--- src/rtl/core/ese_pkg.sv ---
// ----------------------------------------------------------------------------
// ese_pkg
// Shared types, constants and helpers of the encoder speed estimator.
// ----------------------------------------------------------------------------
package ese_pkg;

    localparam int POS_W      = 12;
    localparam int POS_RANGE  = 1 << POS_W;
    localparam int STEP_W     = POS_W + 1;
    localparam int TS_W       = 64;
    localparam int RPM_W      = 32;
    localparam int CFG_W      = 7;
    localparam int CFG_IDX_W  = 1;
    localparam int IN_DATA_W  = 80;
    localparam int OUT_DATA_W = 40;

    localparam logic [CFG_IDX_W-1:0] REG_AVERAGE_ENABLE = 1'd0;
    localparam logic [CFG_IDX_W-1:0] REG_WINDOW_LENGTH  = 1'd1;

    localparam logic [CFG_W-1:0] WIN_LEN_RESET = 7'd40;

    // rpm_q8 = step * 60e9 * 256 / POS_RANGE / elapsed
    localparam logic [63:0] RPM_SCALE_64 =
        (64'd60 * 64'd1000000000 * 64'd256) / 64'(POS_RANGE);
    localparam logic [31:0] RPM_SCALE = RPM_SCALE_64[31:0];

    localparam logic [RPM_W-1:0] RPM_MAX = 32'h7FFF_FFFF;
    localparam logic [RPM_W-1:0] RPM_MIN = 32'h8000_0000;

    typedef enum logic [2:0] {
        ST_IDLE,
        ST_CHECK,
        ST_EVICT,
        ST_INSERT,
        ST_DIV_START,
        ST_DIV_WAIT,
        ST_OUTPUT
    } ese_state_t;

    typedef enum logic [1:0] {
        DV_IDLE,
        DV_MUL,
        DV_DIV,
        DV_FIX
    } dv_state_t;

    typedef struct packed {
        logic evict;
        logic insert;
    } win_ctrl_t;

    // shortest signed wrap-around step; half-turn tie points against the move
    function automatic logic signed [STEP_W-1:0] shortest_step(
        input logic [POS_W-1:0] now_pos,
        input logic [POS_W-1:0] before_pos
    );
        logic signed [STEP_W-1:0] d;
        logic signed [STEP_W-1:0] a_full;
        logic [STEP_W-1:0]        a;
        logic [STEP_W-1:0]        wrap;
        logic signed [STEP_W-1:0] res;
        d      = signed'({1'b0, now_pos}) - signed'({1'b0, before_pos});
        a_full = d[STEP_W-1] ? -d : d;
        a      = {1'b0, a_full[POS_W-1:0]};
        wrap   = STEP_W'(POS_RANGE) - a;
        if (a < wrap)
        begin
            res = d;
        end
        else if (before_pos < now_pos)
        begin
            res = -signed'(wrap);
        end
        else
        begin
            res = signed'(wrap);
        end
        return res;
    endfunction

endpackage

--- src/rtl/core/ese_window.sv ---
// ----------------------------------------------------------------------------
// ese_window
// Sliding window of recent steps and time deltas with running sums.
// ----------------------------------------------------------------------------
module ese_window
    import ese_pkg::*;
#(
    parameter int DEPTH = 64,
    parameter int SUM_W = 20
)
(
    input  logic                    clk,
    input  logic                    rst_n,
    input  logic [CFG_W-1:0]        win_len,
    input  win_ctrl_t               ctrl,
    input  logic signed [STEP_W-1:0] step_in,
    input  logic [TS_W-1:0]         delta_in,
    output logic                    need_evict,
    output logic signed [SUM_W-1:0] step_sum,
    output logic [TS_W-1:0]         delta_sum
);

    localparam int IDX_W   = (DEPTH > 1) ? $clog2(DEPTH) : 1;
    localparam int FILL_W  = $clog2(DEPTH + 1);
    localparam int LEN_W   = (FILL_W > CFG_W) ? FILL_W : CFG_W;
    localparam int OLD_W   = FILL_W + 1;
    localparam int ENTRY_W = TS_W + STEP_W;

    logic [ENTRY_W-1:0]      win_mem [0:DEPTH-1];
    logic [ENTRY_W-1:0]      rd_data_reg;
    logic [FILL_W-1:0]       fill_reg;
    logic [IDX_W-1:0]        slot_reg;
    logic signed [SUM_W-1:0] step_sum_reg;
    logic [TS_W-1:0]         delta_sum_reg;

    logic [LEN_W-1:0]        len_ext;
    logic [LEN_W-1:0]        len_eff;
    logic [OLD_W-1:0]        old_raw;
    logic [OLD_W-1:0]        old_wrap;
    logic [IDX_W-1:0]        old_idx;
    logic signed [SUM_W-1:0] rd_step_ext;
    logic signed [SUM_W-1:0] in_step_ext;

    always_comb
    begin
        len_ext = LEN_W'(win_len);
        if (len_ext == '0)
        begin
            len_eff = LEN_W'(1);
        end
        else if (len_ext > LEN_W'(DEPTH))
        begin
            len_eff = LEN_W'(DEPTH);
        end
        else
        begin
            len_eff = len_ext;
        end
    end

    assign need_evict = LEN_W'(fill_reg) >= len_eff;

    // oldest entry sits fill slots behind the write slot
    always_comb
    begin
        old_raw = OLD_W'(slot_reg) + OLD_W'(DEPTH) - OLD_W'(fill_reg);
        if (old_raw >= OLD_W'(DEPTH))
        begin
            old_wrap = old_raw - OLD_W'(DEPTH);
        end
        else
        begin
            old_wrap = old_raw;
        end
        old_idx = old_wrap[IDX_W-1:0];
    end

    always_ff @(posedge clk)
    begin
        if (ctrl.insert)
        begin
            win_mem[slot_reg] <= {delta_in, step_in};
        end
        rd_data_reg <= win_mem[old_idx];
    end

    assign rd_step_ext = SUM_W'(signed'(rd_data_reg[STEP_W-1:0]));
    assign in_step_ext = SUM_W'(step_in);

    always_ff @(posedge clk or negedge rst_n)
    begin
        if (!rst_n)
        begin
            fill_reg      <= '0;
            slot_reg      <= '0;
            step_sum_reg  <= '0;
            delta_sum_reg <= '0;
        end
        else if (ctrl.evict)
        begin
            fill_reg      <= fill_reg - 1'b1;
            step_sum_reg  <= step_sum_reg - rd_step_ext;
            delta_sum_reg <= delta_sum_reg - rd_data_reg[ENTRY_W-1:STEP_W];
        end
        else if (ctrl.insert)
        begin
            fill_reg      <= fill_reg + 1'b1;
            step_sum_reg  <= step_sum_reg + in_step_ext;
            delta_sum_reg <= delta_sum_reg + delta_in;
            if (slot_reg == IDX_W'(DEPTH - 1))
            begin
                slot_reg <= '0;
            end
            else
            begin
                slot_reg <= slot_reg + 1'b1;
            end
        end
    end

    assign step_sum  = step_sum_reg;
    assign delta_sum = delta_sum_reg;

endmodule

--- config.mk ---
export PLATFORM = sky130hd
export DESIGN_NAME = ese_window
export DESIGN_NICKNAME = d
export VERILOG_FILES = /design/src/rtl/core/ese_pkg.sv /design/src/rtl/core/ese_window.sv
export SDC_FILE = /design/constraint.sdc
export NUM_CORES = 2
export LEC_CHECK = 0
export BUFFER_PORTS_ARGS = -buffer_cell sky130_fd_sc_hd__buf_2
export CAP_MARGIN = 20
export CORE_MARGIN = 1.5
export CORE_UTILIZATION = 30
export CTS_BUF_LIST = sky130_fd_sc_hd__clkbuf_8 sky130_fd_sc_hd__clkbuf_16
export DETAILED_ROUTE_END_ITERATION = 6
export GPL_ROUTABILITY_DRIVEN = 0
export GPL_TIMING_DRIVEN = 0
export PLACE_DENSITY_LB_ADDON = 0.12
export SYNTH_ARGS = -nofsm -noshare
export SYNTH_HDL_FRONTEND = slang
export SYNTH_MEMORY_MAX_BITS = 65536
export SYNTH_SLANG_ARGS = --single-unit
--- constraint.sdc ---
create_clock -name clk -period 20.7 [get_ports clk]
set_clock_uncertainty 0.1 [all_clocks]
set_input_delay 1.035 -clock clk [delete_from_list [all_inputs] [get_ports clk]]
set_output_delay 1.035 -clock clk [all_outputs]
set_load 0.02 [all_outputs]
==> impl_metrics.csv <==
group,metric,value,unit
outcome,status,"complete, no violations",
pwr,p_seq_frac,0.272,
cts,cts_resized,0,
timing,fin_crit_sh,0.391,
routing,via_count,98290,
critical_path,cp-end-kind,"flop",
cts,ctsHoldBuffers,1,
final_layout,seq_area,152000,µm²
final_layout,area_growth_syn_to_layout,20.4,%
critical_path,worstPathArrival,8910,ps
pwr,sw_frac_of_total,0.399,
critical_path,required,21510,ps
synthesis,synth_seq_cells,5102,
global_routing,grt_pass1_wl,877,mm
routing,ant_nets,0,
floorplanning,die_w,817,µm
placed_design,hpwl,473,mm
global_routing,grt_usage,0.191,
synthesis,yosysTopAreaCell,"edfxtp_1",
pwr,p_int,0.0267,W
timing,hold_viol,0,
routing,via_per_inst,5.11,
timing,holdWs,175,ps
timing,slew_viol_final,0,
timing,rsz0062_at_grt,"false",
pwr,clkPwrFrac,0.222,
timing,setup_tns,0,ps
critical_path,cpPeakStageDelay,1050,ps
floorplanning,core_area,660000,µm²
cts,ctsLongestPathBuffers,4,
synthesis,synth-edff-count,4928,
synthesis,syn_area,199000,µm²
synthesis,synth_nets,8926,
global_routing,antenna_found_initial,62,
synthesis,synth_seq_area_share,0.764,
final_layout,largest_reg_flops,4928,
cts,cts-root-buf,"clkbuf_16",
final_layout,nNetsFinal,10212,
cts,clk_pin_slew_worst_paths,60,ps
critical_path,cp_max_fo,52,
cts,cts_tree,"done",
flow_run,max_cap_violations,0,
global_routing,grt.overflow.total,0,
floorplanning,num_rows,298,
synthesis,syn_area_per_cell,22.8,µm²
pwr,switching_power,0.0177,W
timing,fmax,123,MHz
global_routing,grt_max_degree,70,
final_layout,final_layout_size_suffix_gt1_frac,0.302,
final_layout,multi_input_area,45500,µm²
final_layout,fill_cells,60013,
floorplanning,die-area,668000,µm²
synthesis,synthFlopType,"edfxtp_1",
timing,setup_viol,0,
final_layout,design_area,239000,µm²
cts,cts.sinks,5102,
critical_path,slowest_stage,"a221oi_2",
critical_path,crit_type,"input port to flop",
pwr,combPwrFrac,0.507,
floorplanning,pin_count,173,
pwr,vdd_ir_drop_max,0.201,mV
cts,postCtsSetupBuffers,0,
placed_design,portBuffers,172,
routing,drtPass1Iterations,6,
routing,drtIter0Drc,10126,
floorplanning,initial_core_util,0.301,
synthesis,yosysMostFrequentCell,"edfxtp_1",
routing,drc,0,
pwr,total_leakage_power,75.7,nW
cts,clk_latency,1080,ps
synthesis,synth_commonest_cells,"edfxtp_1, mux4_2, clkbuf_1",
timing,relSlewSlack,0.139,
synthesis,async_reset_ff_frac,0.0190,
min_path,hold_path.class,"input port to flop",
timing,final.min_clock_period,8100,ps
cts,cts_buffers,581,
routing,routedWlPerCell,33.8,µm
synthesis,ys.warnings.count,0,
synthesis,yosysTopAreaCellShare,0.744,
timing,worst_pin_slew,1290,ps
cts,htree_num_levels,6,
synthesis,synthCells,8732,
routing,totalWireLength,650,mm
floorplanning,die_h,817,µm
synthesis,synth_area_leaders,"edfxtp_1, mux4_2, dfrtp_1",
critical_path,cp-start-kind,"input port",
global_routing,grt_pass1_vias,101852,
placed_design,placed_area,219000,µm²
pwr,powerDensity,186,nW/µm²
synthesis,synth_cell_types,73,
power by group through the flow:
stage / combinational (W) / clock (W) / sequential [W]
4_1_cts: 0.0228 / 0.0101 / 0.0121
6_report: 0.0225 / 0.00985 / 0.0121
2_1_floorplan: 0.0122 / 0 / 0.0123
5_1_grt: 0.0237 / 0.0105 / 0.0121
3_3_place_gp: 0.0217 / 0 / 0.0124
3_5_place_dp: 0.0227 / 0 / 0.0123
kinds of logic (layout without fill, tap and decap cells):
kind of cell / Yosys count / after routing / share of synthesized area
compound gates: 589 / 589 / 0.0179
xor+xnor: 152 / 152 / 0.00670
fa+ha+maj: 106 / 106 / 0.00682
buf+inv: 488 / 2244 / 0.00922
flops: 5102 / 5102 / 0.764
mux: 1628 / 1628 / 0.179
other cells: 0 / 53 / 0
simple gates: 667 / 667 / 0.0163
worst paths after layout:
kind | to | slack [ps] | startpoint | depth (start not counted)
worst max-delay path | delta_sum[63]$_DFFE_PN0P_ | 12600 | delta_in[0] | 25
worst min-delay path | win_mem[37][44]$_DFFE_PP_ | 170 | delta_in[31] | 1
worst max register to register | rd_data_reg[52]$_DFF_P_ | 13860 | slot_reg[0]$_DFFE_PN0P_ | 12
worst min register to register | step_sum[19]$_DFFE_PN0P_ | 370 | step_sum[19]$_DFFE_PN0P_ | 1
max in group asynchronous | step_sum[3]$_DFFE_PN0P_ | 19170 | rst_n | 3
min in group asynchronous | delta_sum[63]$_DFFE_PN0P_ | 360 | rst_n | 2
area by class of cell:
class,instances,area share
tap,8700,0.0455
clock buffer,608,0.0630
multi-input combinational,3142,0.190
sequential,5102,0.635
inverter,35,0.000549
clock inverter,445,0.0129
timing repair buffer,703,0.0452
antenna,53,0.000554
buffer,453,0.00756
critical path, delay by kind of cell:
family                   cells  cell delay, ps
AO/OA/AOI/OAI                8            3450
XOR/XNOR                     2             270
adder cells (fa/ha/maj)      2             570
buffers and inverters        5            1050
AND/OR/NAND/NOR              8            2410
metal layers:
layer / GRT usage / vias up / share of wire
met5: 0 / - / 0.000029
met4: 0.0540 / 4 / 0.029
met3: 0.0362 / 806 / 0.065
met2: 0.317 / 3141 / 0.49
met1: 0.256 / 54400 / 0.42
li1: - / 39939 / -
layout by cell type, fill, tap and decap left out, drive strengths merged, types with 5 or more instances in the layout:
| master | synthesis | layout |
|---|---|---|
| clkinv | 1 | 217 |
| inv | 34 | 222 |
| mux2i | 88 | 88 |
| a31oi | 15 | 15 |
| a311oi | 5 | 5 |
| o21ai | 92 | 92 |
| xor2 | 80 | 80 |
| o22ai | 5 | 5 |
| nor2 | 240 | 240 |
| nand2b | 20 | 20 |
| dfrtp | 97 | 97 |
| nor2b | 96 | 96 |
| or2 | 7 | 7 |
| diode | 0 | 53 |
| nor3 | 33 | 33 |
| ha | 102 | 102 |
| edfxtp | 4928 | 4928 |
| a211oi | 85 | 85 |
| buf | 108 | 810 |
| or3 | 15 | 15 |
| xnor2 | 72 | 72 |
| a21oi | 266 | 266 |
| nand2 | 153 | 153 |
| nor4 | 19 | 19 |
| a21o | 45 | 45 |
| and3 | 16 | 16 |
| mux4 | 1540 | 1540 |
| o21bai | 16 | 16 |
| nand3 | 22 | 22 |
| o21a | 11 | 11 |
| dfxtp | 77 | 77 |
| clkbuf | 345 | 953 |
| clkinvlp | 0 | 12 |
| o31ai | 13 | 13 |
| or4 | 6 | 6 |
| nand4 | 16 | 16 |
| bufinv | 0 | 29 |
metrics by stage:
stage / utilization / power, W / setup WS [ps] / cells
after floorplan: - / 0.0245 / 13050 / 8732
after global placement: 0.319 / 0.0341 / 2670 / 17604
after detailed placement: 0.332 / 0.0350 / 11410 / 18022
after CTS: 0.360 / 0.0449 / 12550 / 19076
after global routing: 0.363 / 0.0463 / 12250 / 19196
final: 0.363 / 0.0444 / 12600 / 19241
No activity file was read; power rests on OpenSTA's default activity.
