File: src/rtl/core/ese_pkg.sv
// ----------------------------------------------------------------------------
// ese_pkg
// Shared types, constants and helpers of the encoder speed estimator.
// ----------------------------------------------------------------------------
package ese_pkg;

    localparam int POS_W      = 12;
    localparam int POS_RANGE  = 1 << POS_W;
    localparam int STEP_W     = POS_W + 1;
    localparam int TS_W       = 64;
    localparam int RPM_W      = 32;
    localparam int CFG_W      = 7;
    localparam int CFG_IDX_W  = 1;
    localparam int IN_DATA_W  = 80;
    localparam int OUT_DATA_W = 40;

    localparam logic [CFG_IDX_W-1:0] REG_AVERAGE_ENABLE = 1'd0;
    localparam logic [CFG_IDX_W-1:0] REG_WINDOW_LENGTH  = 1'd1;

    localparam logic [CFG_W-1:0] WIN_LEN_RESET = 7'd40;

    // rpm_q8 = step * 60e9 * 256 / POS_RANGE / elapsed
    localparam logic [63:0] RPM_SCALE_64 =
        (64'd60 * 64'd1000000000 * 64'd256) / 64'(POS_RANGE);
    localparam logic [31:0] RPM_SCALE = RPM_SCALE_64[31:0];

    localparam logic [RPM_W-1:0] RPM_MAX = 32'h7FFF_FFFF;
    localparam logic [RPM_W-1:0] RPM_MIN = 32'h8000_0000;

    typedef enum logic [2:0] {
        ST_IDLE,
        ST_CHECK,
        ST_EVICT,
        ST_INSERT,
        ST_DIV_START,
        ST_DIV_WAIT,
        ST_OUTPUT
    } ese_state_t;

    typedef enum logic [1:0] {
        DV_IDLE,
        DV_MUL,
        DV_DIV,
        DV_FIX
    } dv_state_t;

    typedef struct packed {
        logic evict;
        logic insert;
    } win_ctrl_t;

    // shortest signed wrap-around step; half-turn tie points against the move
    function automatic logic signed [STEP_W-1:0] shortest_step(
        input logic [POS_W-1:0] now_pos,
        input logic [POS_W-1:0] before_pos
    );
        logic signed [STEP_W-1:0] d;
        logic signed [STEP_W-1:0] a_full;
        logic [STEP_W-1:0]        a;
        logic [STEP_W-1:0]        wrap;
        logic signed [STEP_W-1:0] res;
        d      = signed'({1'b0, now_pos}) - signed'({1'b0, before_pos});
        a_full = d[STEP_W-1] ? -d : d;
        a      = {1'b0, a_full[POS_W-1:0]};
        wrap   = STEP_W'(POS_RANGE) - a;
        if (a < wrap)
        begin
            res = d;
        end
        else if (before_pos < now_pos)
        begin
            res = -signed'(wrap);
        end
        else
        begin
            res = signed'(wrap);
        end
        return res;
    endfunction

endpackage

File: src/rtl/core/ese_divider.sv
// ----------------------------------------------------------------------------
// ese_divider
// Scales a signed step count and divides it by elapsed time, one quotient
// bit per cycle, with saturation to the signed 32-bit range.
// ----------------------------------------------------------------------------
module ese_divider
    import ese_pkg::*;
#(
    parameter int VAL_W = 20
)
(
    input  logic                    clk,
    input  logic                    rst_n,
    input  logic                    start,
    input  logic signed [VAL_W-1:0] value,
    input  logic [TS_W-1:0]         divisor,
    output logic                    done,
    output logic [RPM_W-1:0]        rpm,
    output logic                    sat
);

    localparam int NUM_W = VAL_W + 32;
    localparam int CNT_W = $clog2(NUM_W);

    dv_state_t          state_reg;
    dv_state_t          state_next;
    logic               neg_reg;
    logic [VAL_W-1:0]   mag_reg;
    logic [TS_W-1:0]    den_reg;
    logic               den_zero_reg;
    logic [NUM_W-1:0]   quo_reg;
    logic [TS_W-1:0]    rem_reg;
    logic [CNT_W-1:0]   cnt_reg;

    logic [VAL_W-1:0]   value_abs;
    logic [NUM_W-1:0]   product;
    logic [TS_W:0]      trial;
    logic [TS_W+1:0]    diff;
    logic               ge;
    logic               big;
    logic               over;
    logic [RPM_W-1:0]   q32;
    logic [RPM_W-1:0]   mag_out;

    assign value_abs = value[VAL_W-1] ? VAL_W'(-value) : VAL_W'(value);
    assign product   = mag_reg * RPM_SCALE;

    assign trial = {rem_reg, quo_reg[NUM_W-1]};
    assign diff  = {1'b0, trial} - {2'b00, den_reg};
    assign ge    = !diff[TS_W+1];

    always_comb
    begin
        state_next = state_reg;
        case (state_reg)
            DV_IDLE:
            begin
                if (start)
                begin
                    state_next = DV_MUL;
                end
            end
            DV_MUL:
            begin
                state_next = DV_DIV;
            end
            DV_DIV:
            begin
                if (cnt_reg == CNT_W'(NUM_W - 1))
                begin
                    state_next = DV_FIX;
                end
            end
            DV_FIX:
            begin
                state_next = DV_IDLE;
            end
            default:
            begin
                state_next = DV_IDLE;
            end
        endcase
    end

    always_ff @(posedge clk or negedge rst_n)
    begin
        if (!rst_n)
        begin
            state_reg <= DV_IDLE;
            cnt_reg   <= '0;
        end
        else
        begin
            state_reg <= state_next;
            if (state_reg == DV_DIV)
            begin
                cnt_reg <= cnt_reg + 1'b1;
            end
            else
            begin
                cnt_reg <= '0;
            end
        end
    end

    always_ff @(posedge clk)
    begin
        case (state_reg)
            DV_IDLE:
            begin
                if (start)
                begin
                    neg_reg      <= value[VAL_W-1];
                    mag_reg      <= value_abs;
                    den_reg      <= divisor;
                    den_zero_reg <= (divisor == '0);
                end
            end
            DV_MUL:
            begin
                quo_reg <= product;
                rem_reg <= '0;
            end
            DV_DIV:
            begin
                quo_reg <= {quo_reg[NUM_W-2:0], ge};
                rem_reg <= ge ? diff[TS_W-1:0] : trial[TS_W-1:0];
            end
            default:
            begin
            end
        endcase
    end

    assign done = (state_reg == DV_FIX);

    always_comb
    begin
        big     = |quo_reg[NUM_W-1:RPM_W];
        q32     = quo_reg[RPM_W-1:0];
        over    = 1'b0;
        mag_out = q32;
        rpm     = q32;
        sat     = 1'b0;
        if (den_zero_reg)
        begin
            sat = 1'b1;
            if (mag_reg == '0)
            begin
                rpm = '0;
            end
            else if (neg_reg)
            begin
                rpm = RPM_MIN;
            end
            else
            begin
                rpm = RPM_MAX;
            end
        end
        else if (neg_reg)
        begin
            over    = big || (q32[RPM_W-1] && (|q32[RPM_W-2:0]));
            mag_out = over ? RPM_MIN : q32;
            rpm     = -mag_out;
            sat     = over;
        end
        else
        begin
            over = big || q32[RPM_W-1];
            rpm  = over ? RPM_MAX : q32;
            sat  = over;
        end
    end

endmodule

File: config.mk
export PLATFORM = sky130hd
export DESIGN_NAME = ese_divider
export DESIGN_NICKNAME = d
export VERILOG_FILES = /design/src/rtl/core/ese_pkg.sv /design/src/rtl/core/ese_divider.sv
export SDC_FILE = /design/constraint.sdc
export NUM_CORES = 1
export LEC_CHECK = 0
export BUFFER_PORTS_ARGS = -buffer_cell sky130_fd_sc_hd__buf_2
export CAP_MARGIN = 20
export CORE_MARGIN = 2
export CORE_UTILIZATION = 35
export DETAILED_ROUTE_END_ITERATION = 16
export PLACE_DENSITY_LB_ADDON = 0.08
export SLEW_MARGIN = 25
export SYNTH_ARGS = -nofsm -noshare
export SYNTH_HDL_FRONTEND = slang
export SYNTH_SLANG_ARGS = --single-unit
File: constraint.sdc
create_clock -name clk -period 6.2 [get_ports clk]
set_input_delay 0.93 -clock clk [delete_from_list [all_inputs] [get_ports clk]]
set_output_delay 0.93 -clock clk [all_outputs]
set_load 0.05 [all_outputs]
==> out/qor.json <==
{
  "outcome": {"value": "finished, violations left"},
  "violations": {"value": "negative setup slack"},
  "grt_pass1_wl": {"value": 108, "unit": "mm"},
  "maxClockFrequency": {"value": 156, "unit": "MHz"},
  "first_iter_violations": {"value": 1107},
  "synth-compound-area-share": {"value": 15.1, "unit": "%"},
  "critical_path_depth": {"value": 23},
  "synth_top_family_by_area": {"value": "adder cells"},
  "synth-seq-area-share": {"value": 27.0, "unit": "%"},
  "min-delay-path-class": {"value": "input pin to async pin"},
  "design.final.nets": {"value": 3339},
  "path_buf_inv": {"value": 5},
  "synth_simple_gate_area_share": {"value": 13.2, "unit": "%"},
  "via_count_of_the_first_global_routing_pass": {"value": 19400},
  "critPathArrivalTime": {"value": 6.72, "unit": "ns"},
  "clock_sink_count": {"value": 210},
  "n_fill_cell": {"value": 6497},
  "synth_adder_area_share": {"value": 32.1, "unit": "%"},
  "antenna_found_initial": {"value": 5},
  "routed.top_layer": {"value": "met4"},
  "floorplan.initialDensity": {"value": 35.3, "unit": "%"},
  "synth.top_cells.by_area": {"value": "sky130_fd_sc_hd__edfxtp_1 (26%), sky130_fd_sc_hd__ha_1 (17%), sky130_fd_sc_hd__fa_1 (16%)"},
  "drt-total-wl": {"value": 69.2, "unit": "mm"},
  "synth_area_leader_cell": {"value": "sky130_fd_sc_hd__edfxtp_1"},
  "synth-edff-count": {"value": 202},
  "area_of_the_multi_input_gates": {"value": 15800, "unit": "sq um"},
  "place_hpwl": {"value": 55.8, "unit": "mm"},
  "floorplan.die_area": {"value": 68300, "unit": "sq um"},
  "final-seq-area": {"value": 6270, "unit": "sq um"},
  "global_route_usage_sum": {"value": 20.2, "unit": "%"},
  "core.rowCount": {"value": 94},
  "timing.final.hold_violations": {"value": 0},
  "synth_cell_types": {"value": 75},
  "setup_viol": {"value": 12},
  "synth-xor-area-share": {"value": 4.49, "unit": "%"},
  "coreArea": {"value": 65600, "unit": "sq um"},
  "die-width": {"value": 261, "unit": "microns"},
  "cts_made_buffers": {"value": 27},
  "syn_area": {"value": 23200, "unit": "sq um"},
  "skew": {"value": 0.0232, "unit": "ns"},
  "synth_area_per_cell": {"value": 9.34, "unit": "sq um"},
  "synthesis.yosys.warnings": {"value": 0},
  "worstSkewPairLatency": {"value": 0.58, "unit": "ns"},
  "final_period_minus_worst_setup_slack": {"value": 6.42, "unit": "ns"},
  "met1Wirelength": {"value": 31.1, "unit": "mm"},
  "worst_slew_pin_slew": {"value": 1.01, "unit": "ns"},
  "worst-path-max-fanout": {"value": 3},
  "worst-endpoint-required": {"value": 6.51, "unit": "ns"},
  "cpLargestDelayFamily": {"value": "adder cells"},
  "met3RoutedLength": {"value": 1.98, "unit": "mm"},
  "slowest_delay": {"value": 0.61, "unit": "ns"},
  "clk_transition_reported_paths": {"value": 0.06, "unit": "ns"},
  "cts_max_level": {"value": 1},
  "die-height": {"value": 261, "unit": "microns"},
  "endpoint_kind": {"value": "flip-flop"},
  "drt_first_pass_iters": {"value": 5},
  "place.gp.congestion": {"value": 0.926},
  "routed_wire_length_per_instance": {"value": 18.9, "unit": "microns"},
  "async_reset_ff_share": {"value": 3.81, "unit": "%"},
  "share_of_the_clock_period_used_by_the_worst_path": {"value": 104, "unit": "%"},
  "max_cap_violations": {"value": 0},
  "buffer_ports.inserted": {"value": 120},
  "worst-r2r-cell-count": {"value": 23},
  "route.vias.total": {"value": 18700},
  "rsz0062_at_grt": {"value": "yes"},
  "ant_nets": {"value": 0},
  "synth.area.mux_share": {"value": 0.378, "unit": "%"},
  "met2_length": {"value": 34.4, "unit": "mm"},
  "drive_gt1_share": {"value": 18.8, "unit": "%"},
  "area_growth": {"value": 19.9, "unit": "%"},
  "synth.ff_latch_count": {"value": 210},
  "drt-vias-per-instance": {"value": 5.11},
  "synth_top_area_share": {"value": 26.2, "unit": "%"},
  "timing.slew.headroom": {"value": 32.4, "unit": "%"},
  "cp_cell_sequence": {"value": "fa_1 > inv_2 > fa_2 > fa_1 > inv_1 > fa_2 > fa_2 > fa_1 > inv_1 > fa_1 > inv_2 > ha_4 > a2111oi_4 > o21ai_1 > o21ai_2 > o31ai_4 > o311ai_2 > buf_4 > nor2b_4 > o21ai_2 > a31oi_1 > xor2_1 > o21ai_1"},
  "io_pins": {"value": 121},
  "finalHoldWorstSlack": {"value": 0.196, "unit": "ns"},
  "timing.final.max_slew_violations": {"value": 0},
  "critical-path-slowest-cell": {"value": "sky130_fd_sc_hd__fa_1"},
  "worst-setup-path-type": {"value": "flip-flop to flip-flop"},
  "startpoint_type": {"value": "flip-flop"},
  "final_critical_path_setup_slack": {"value": -0.218, "unit": "ns"},
  "cts.root.buffer_cell": {"value": "sky130_fd_sc_hd__clkbuf_16"},
  "grt_overflow": {"value": 0},
  "drc_errors": {"value": 0},
  "grt_start_max_net_pins": {"value": 70},
  "tritoncts": {"value": "done"},
  "netlist_instances": {"value": 2482},
  "critical-path-top-cell-by-count": {"value": "sky130_fd_sc_hd__fa_1"},
  "clk_path_buf_depth": {"value": 3},
  "most_used_flip_flop_cell_after_synthesis": {"value": "sky130_fd_sc_hd__edfxtp_1"},
  "synth_nets": {"value": 3056}
}
-- routing by layer --
metal,vias to the layer above,global-route usage (%)
met5,-,0
met2,306,36.2
met4,0,5.05
met3,90,1.55
li1,9185,-
met1,9097,26.4
-- cell type report --
class | instances | area share, %
Sequential cell | 210 | 22.5
Clock inverter | 14 | 0.540
Tap cell | 864 | 3.89
Timing Repair Buffer | 334 | 8.16
Clock buffer | 36 | 2.70
Antenna cell | 4 | 0.0360
Multi-Input combinational cell | 1799 | 56.8
Inverter | 393 | 5.32
-- metrics by stage --
stage | utilization [%] | TNS, ns | instances | instance area (sq um) | setup slack (ns)
global route | 42.4 | -5.90 | 3653 | 27800 | -0.455
finish | 42.4 | -1.50 | 3654 | 27800 | -0.218
CTS | 41.7 | -2.58 | 3639 | 27300 | -0.276
detailed placement | 39.8 | -6.07 | 3571 | 26100 | -0.505
floorplan | - | -0.0806 | 2482 | 23300 | -0.0471
global placement | 39.8 | -4.42 | 3571 | 26100 | -0.405
-- layout by cell type (no fill, tap or decap), drive strengths merged, types with 18 or more instances in the layout --
| cell type | instances |
|---|---|
| buf | 334 |
| xor2 | 46 |
| or3 | 24 |
| nand2b | 26 |
| o31ai | 21 |
| ha | 306 |
| a21o | 60 |
| xnor2 | 73 |
| nand4 | 26 |
| nor3 | 32 |
| a21oi | 161 |
| a31oi | 18 |
| nand3 | 50 |
| nor2 | 101 |
| a211oi | 28 |
| nor4 | 32 |
| fa | 181 |
| inv | 396 |
| and2 | 23 |
| o21a | 22 |
| nand2 | 233 |
| edfxtp | 202 |
| o21ai | 158 |
| clkbuf | 36 |
-- final timing paths --
path                             startpoint           end  slack (ns)
worst max-delay path            mag_reg[13]   quo_reg[45]       -0.22
worst min-delay path                  rst_n  state_reg[0]        0.20
worst max register to register  mag_reg[13]   quo_reg[45]       -0.22
worst min register to register   cnt_reg[0]    cnt_reg[0]        0.45
max in group asynchronous             rst_n    cnt_reg[2]        5.84
min in group clk                 cnt_reg[0]    cnt_reg[0]        0.45
-- cells in the mapped netlist, types with 5 or more instances --
library cell,instances
sky130_fd_sc_hd__inv_1,393
sky130_fd_sc_hd__ha_1,306
sky130_fd_sc_hd__nand2_1,233
sky130_fd_sc_hd__edfxtp_1,202
sky130_fd_sc_hd__fa_1,181
sky130_fd_sc_hd__a21oi_1,161
sky130_fd_sc_hd__o21ai_0,156
sky130_fd_sc_hd__nor2_1,101
sky130_fd_sc_hd__xnor2_1,73
sky130_fd_sc_hd__clkbuf_1,64
sky130_fd_sc_hd__a21o_1,60
sky130_fd_sc_hd__nand3_1,50
sky130_fd_sc_hd__xor2_1,46
sky130_fd_sc_hd__nor4_1,32
sky130_fd_sc_hd__nor3_1,30
sky130_fd_sc_hd__a211oi_1,28
sky130_fd_sc_hd__nand2b_1,26
sky130_fd_sc_hd__nand4_1,26
sky130_fd_sc_hd__and2_1,23
sky130_fd_sc_hd__o21a_1,22
sky130_fd_sc_hd__or3_1,22
sky130_fd_sc_hd__o31ai_1,20
sky130_fd_sc_hd__a31oi_1,18
sky130_fd_sc_hd__and3_1,17
sky130_fd_sc_hd__o21bai_1,16
sky130_fd_sc_hd__buf_2,12
sky130_fd_sc_hd__nor2b_1,12
sky130_fd_sc_hd__nor3b_1,10
sky130_fd_sc_hd__or4_1,10
sky130_fd_sc_hd__or2_2,9
sky130_fd_sc_hd__dfrtp_1,8
sky130_fd_sc_hd__o211ai_1,8
sky130_fd_sc_hd__o31a_1,7
sky130_fd_sc_hd__mux2_2,6
sky130_fd_sc_hd__a2111oi_0,5
sky130_fd_sc_hd__a211o_1,5
sky130_fd_sc_hd__a22oi_1,5
sky130_fd_sc_hd__a41oi_1,5
sky130_fd_sc_hd__o311ai_0,5
sky130_fd_sc_hd__o41ai_1,5
-- kinds of logic after synthesis --
| kind of cell | Yosys count |
|---|---|
| adders and majority gates | 487 |
| DFF | 210 |
| muxes | 8 |
| xor gates and xnor gates | 119 |
| AOI/OAI and AO/OA | 562 |
| and+or+nand+nor | 623 |
| buffers and inverters | 473 |
-- what timing repair did --
item | CTS | global route
setup endpoints to repair | 20 | 25
pin swaps | 34 | 32
setup buffers | 19 | 11
hold buffers | 0 | 0
gates resized for setup | 54 | 89
Power is not shown: default switching activity piles up to over one toggle a cycle in this logic, so the estimate is an artifact.
